$ cat src/hw/rtl/qpt_pkg.sv
// Shared widths and constants for the quaternion pose to transform unit.
package qpt_pkg;
    localparam int QuatW    = 16;
    localparam int ProdW    = 32;
    localparam int NumW     = 34;
    localparam int NormW    = 33;
    localparam int MagW     = 33;
    localparam int DendW    = 49;
    localparam int DvsW     = 34;
    localparam int QuoW     = 15;
    localparam int DivSteps = 15;
    localparam int RotW     = 16;
    localparam int PosW     = 32;
    localparam int NumRot   = 9;
    localparam int DivFirst = 4;
    localparam int NumStg   = DivFirst + DivSteps + 1;
    localparam logic [QuoW-1:0] OneQ14 = QuoW'(16384);
endpackage

$ cat src/hw/rtl/qpt_div_lane.sv
// Pipelined restoring divider lane, one quotient bit per stage.
module qpt_div_lane (
    input  logic                                  i_clk,
    input  logic [qpt_pkg::DivSteps-1:0]          i_adv,
    input  logic [qpt_pkg::DendW-1:0]             i_dend,
    input  logic [qpt_pkg::DvsW-1:0]              i_dvs,
    output logic [qpt_pkg::QuoW-1:0]              o_quo
);
    localparam int S  = qpt_pkg::DivSteps;
    localparam int DW = qpt_pkg::DendW;

    logic [DW-1:0]               r_rem [0:S-1];
    logic [qpt_pkg::DvsW-1:0]    r_dvs [0:S-1];
    logic [qpt_pkg::QuoW-1:0]    r_q   [0:S-1];
    logic [DW-1:0]               n_rem [0:S-1];
    logic [qpt_pkg::QuoW-1:0]    n_q   [0:S-1];

    always_comb begin
        logic [DW-1:0]            rem_in;
        logic [qpt_pkg::DvsW-1:0] dvs_in;
        logic [qpt_pkg::QuoW-1:0] q_in;
        logic [DW-1:0]            trial;
        for (int k = 0; k < S; k++) begin
            if (k == 0) begin
                rem_in = i_dend;
                dvs_in = i_dvs;
                q_in   = '0;
            end else begin
                rem_in = r_rem[k-1];
                dvs_in = r_dvs[k-1];
                q_in   = r_q[k-1];
            end
            trial = DW'({dvs_in, {(S-1){1'b0}}}) >> k;
            if (rem_in >= trial) begin
                n_rem[k] = rem_in - trial;
                n_q[k]   = {q_in[qpt_pkg::QuoW-2:0], 1'b1};
            end else begin
                n_rem[k] = rem_in;
                n_q[k]   = {q_in[qpt_pkg::QuoW-2:0], 1'b0};
            end
        end
    end

    always_ff @(posedge i_clk) begin
        for (int k = 0; k < S; k++) begin
            if (i_adv[k]) begin
                r_rem[k] <= n_rem[k];
                r_q[k]   <= n_q[k];
                r_dvs[k] <= (k == 0) ? i_dvs : r_dvs[k-1];
            end
        end
    end

    assign o_quo = r_q[S-1];
endmodule

$ cat config.mk
export PLATFORM = sky130hd
export DESIGN_NAME = qpt_div_lane
export DESIGN_NICKNAME = d
export VERILOG_FILES = /design/src/hw/rtl/qpt_pkg.sv /design/src/hw/rtl/qpt_div_lane.sv
export SDC_FILE = /design/constraint.sdc
export NUM_CORES = 2
export LEC_CHECK = 0
export BUFFER_PORTS_ARGS = -buffer_cell sky130_fd_sc_hd__buf_2
export CELL_PAD_IN_SITES_DETAIL_PLACEMENT = 1
export CELL_PAD_IN_SITES_GLOBAL_PLACEMENT = 2
export CORE_ASPECT_RATIO = 2
export CORE_UTILIZATION = 45
export CTS_BUF_LIST = sky130_fd_sc_hd__clkbuf_8
export DETAILED_ROUTE_END_ITERATION = 12
export PLACE_DENSITY = 0.89
export SYNTH_ARGS = -nofsm -noshare
export SYNTH_HDL_FRONTEND = slang
export SYNTH_SLANG_ARGS = --single-unit
$ cat constraint.sdc
create_clock -name i_clk -period 4.38 [get_ports i_clk]
set_input_delay 0.657 -clock i_clk [delete_from_list [all_inputs] [get_ports i_clk]]
set_output_delay 0.657 -clock i_clk [all_outputs]
set_load 0.02 [all_outputs]
==> qor.yml <==
vias: 55400
worst_pin_slew_ns: 0.947
place_ws_ns: -0.387
hold_slack_ns: 0.0750
cts_sinks: 1282
syn_to_final_growth_pct: 12.8
grt_pass1_vias: 62800
status: "finished clean"
io_pins: 114
path_class: "flop to flop"
multiInputGateArea_sq_mm: 0.0329
cts_buffers: 196
power_density_mw_per_mm2: 661
slew_viol_final: 0
drt_wl_total_um: 234000
dr.pass1.iters: 7
critPathMaxFanout: 3
setup_viol: 0
slew_headroom_pct: 36.7
drtAntennaViolNets: 0
finalClockSkew_ns: 0.0910
antenna_found_initial: 5
regArea_sq_mm: 0.0385
synth_area_sq_mm: 0.0746
dp.final_hpwl_um: 193000
port_buffers: 113
grt_start_max_net_pins: 97
synthTopCellsByArea: "edfxtp_1 52%, ha_1 8.5%, a21oi_1 4.1%"
cts_root_buffer: "clkbuf_8"
nets: 8095
leakagePower_uw: 0.0344
setup_ws_ns: 0.142
p_clk_share_pct: 17.7
netSwitchingPower_uw: 22300
synth.distinct_cells: 94
grt.overflow.total: 0
core_area_sq_mm: 0.165
ys_seq_elements: 1282
clk_latency_ns: 0.94
power_frac_seq_pct: 35.3
rows: 211
clockBufferDepth: 4
synth_edf_count: 1282
synthFlopType: "edfxtp_1"
critPathCaptureType: "flop"
yosysSeqAreaShare_pct: 51.6
yosys.cell_count.top_type: "edfxtp_1"
grt_pass1_wl_um: 351000
die-area_sq_mm: 0.168
drive_gt1_share_pct: 11.4
reg2reg_depth: 18
avgSynthCellArea_sq_um: 10.6
drcViolationCount: 0
vias_per_cell: 5.68
synthTopCellsByCount: "1282 x edfxtp_1, 647 x inv_1, 614 x a21oi_1, 587 x nand2_1, 510 x ha_1"
yosysWarnings: 0
synthDominantCellAreaShare_pct: 51.6
vdd_drop_max_v: 0.000316
fp.dieW_um: 290
hold_depth: 3
intPower_uw: 33300
hold_viol_final: 0
p_sw_share_pct: 40.1
grt_usage_pct: 27.7
htreeDepth: 4
rrSetupSlack_ns: 0.14
clkTransAtPathRegs_ns: 0.07
worstPathArrival_ns: 4.85
start_kind: "flop"
synth_cells: 7018
fillers: 18000
detail_route.wl_per_cell_um: 23.9
first_iter_violations: 1946
die_y_um: 578
routabilityCongestion: 0.958
max_freq_mhz: 236
synth_nets: 7641
post-route-period-util_pct: 96.8
start_util_pct: 45.2
cap_violations: 0
worst_ep_required_time_ns: 4.99
cts_tree: "built"
async_flop_share_pct: 0
yosysTopAreaCell: "edfxtp_1"
fin_util_pct: 51.0
period_minus_slack_ns: 4.24
power_frac_comb_pct: 47.0
hold_class: "input pin to flop"
==> sequential cells by signal, indices dropped and copies added (netlist names) <==
| register | count |
|---|---|
| r_rem | 686 |
| r_dvs | 476 |
| r_q | 120 |
==> worst max-delay path: stages (launching register included) <==
cell and delay (ns):
edfxtp_1 0.39, inv_1 0.10, ha_1 0.19, inv_1 0.07
fa_2 0.38, a211oi_1 0.26, buf_4 0.16, o21bai_1 0.17
a2111oi_2 0.46, buf_4 0.18, o31ai_1 0.07, buf_4 0.18
a2111oi_2 0.36, buf_4 0.20, o21ai_1 0.12, a31oi_2 0.21
or3b_2 0.18, nand4_1 0.09, xnor2_1 0.15
==> logic make-up after synthesis <==
logic type,after synthesis,synth area share [%]
compound gates,1955,16.3
simple gates,1765,11.4
flops,1282,51.6
buf+inv,902,4.65
fa+ha+maj,524,8.92
xor+xnor,514,6.03
mux,76,1.14
==> metal layers <==
| layer | track usage [%] | up-vias | wire length (um) |
|---|---|---|---|
| met2 | 62.0 | 1007 | 145000 |
| met4 | 28.3 | 0 | 27500 |
| met5 | 0 | - | 0 |
| met1 | 17.2 | 27100 | 57600 |
| li1 | - | 26600 | - |
| met3 | 2.26 | 740 | 3990 |
==> cells in the final DEF, fill, tap and decap left out, types with 140 or more instances in the layout <==
cell type | synthesis | final
a21o_1 | 305 | 305
a21oi_1 | 614 | 609
buf_4 | 0 | 327
clkbuf_8 | 0 | 197
edfxtp_1 | 1282 | 1282
ha_1 | 510 | 510
inv_1 | 647 | 687
nand2_1 | 587 | 587
nand4_1 | 140 | 140
nor2_1 | 401 | 401
o21ai_0 | 507 | 506
xnor2_1 | 275 | 275
xor2_1 | 239 | 239
==> final timing paths <==
check | from | endpoint
worst max-delay path | r_rem[0][205]$_DFFE_PP_ | r_rem[0][292]$_DFFE_PP_
worst min register to register | r_q[1][15]$_DFFE_PP_ | r_q[1][31]$_DFFE_PP_
worst max register to register | r_rem[0][205]$_DFFE_PP_ | r_rem[0][292]$_DFFE_PP_
worst min-delay path | i_dend[43] | r_rem[0][43]$_DFFE_PP_
==> power groups by stage <==
stage	Sequential [uW]	Combinational [uW]	Clock [uW]
floorplan	19100	17400	0
global placement	19800	25400	0
detailed placement	19900	26100	0
CTS	19700	26300	10100
global route	19900	28500	10500
finish	19700	26200	9860
==> final cells by class <==
cell class	count	share of cell area, %
Antenna cell	10	0.0297
Clock inverter	147	1.13
Clock buffer	197	3.22
Multi-Input combinational cell	4834	39.1
Tap cell	2130	3.16
Timing Repair Buffer	510	4.80
Sequential cell	1282	45.7
Inverter	648	2.89
==> per-stage QoR <==
stage               TNS [ns]  instances  total power (uW)  area (sq um)
global placement       -1.09       9344             45100         79900
global route         -0.0116       9757             58900         84200
finish                     0       9758             55700         84200
CTS                        0       9748             56100         84100
detailed placement    -0.960       9344             46000         79900
floorplan                  0       7018             36500         74600
==> what timing repair did <==
| item | 4_1_cts | 5_1_grt |
|---|---|---|
| gates cloned | 0 | 0 |
| endpoints found under the hold margin | 59 | 0 |
| pin swaps | 2 | 1 |
| setup buffers | 1 | 0 |
| gates resized for setup | 4 | 9 |
| setup endpoints to repair | 3 | 15 |
| hold buffers | 59 | 0 |
Power figures use the tool's default switching activity.
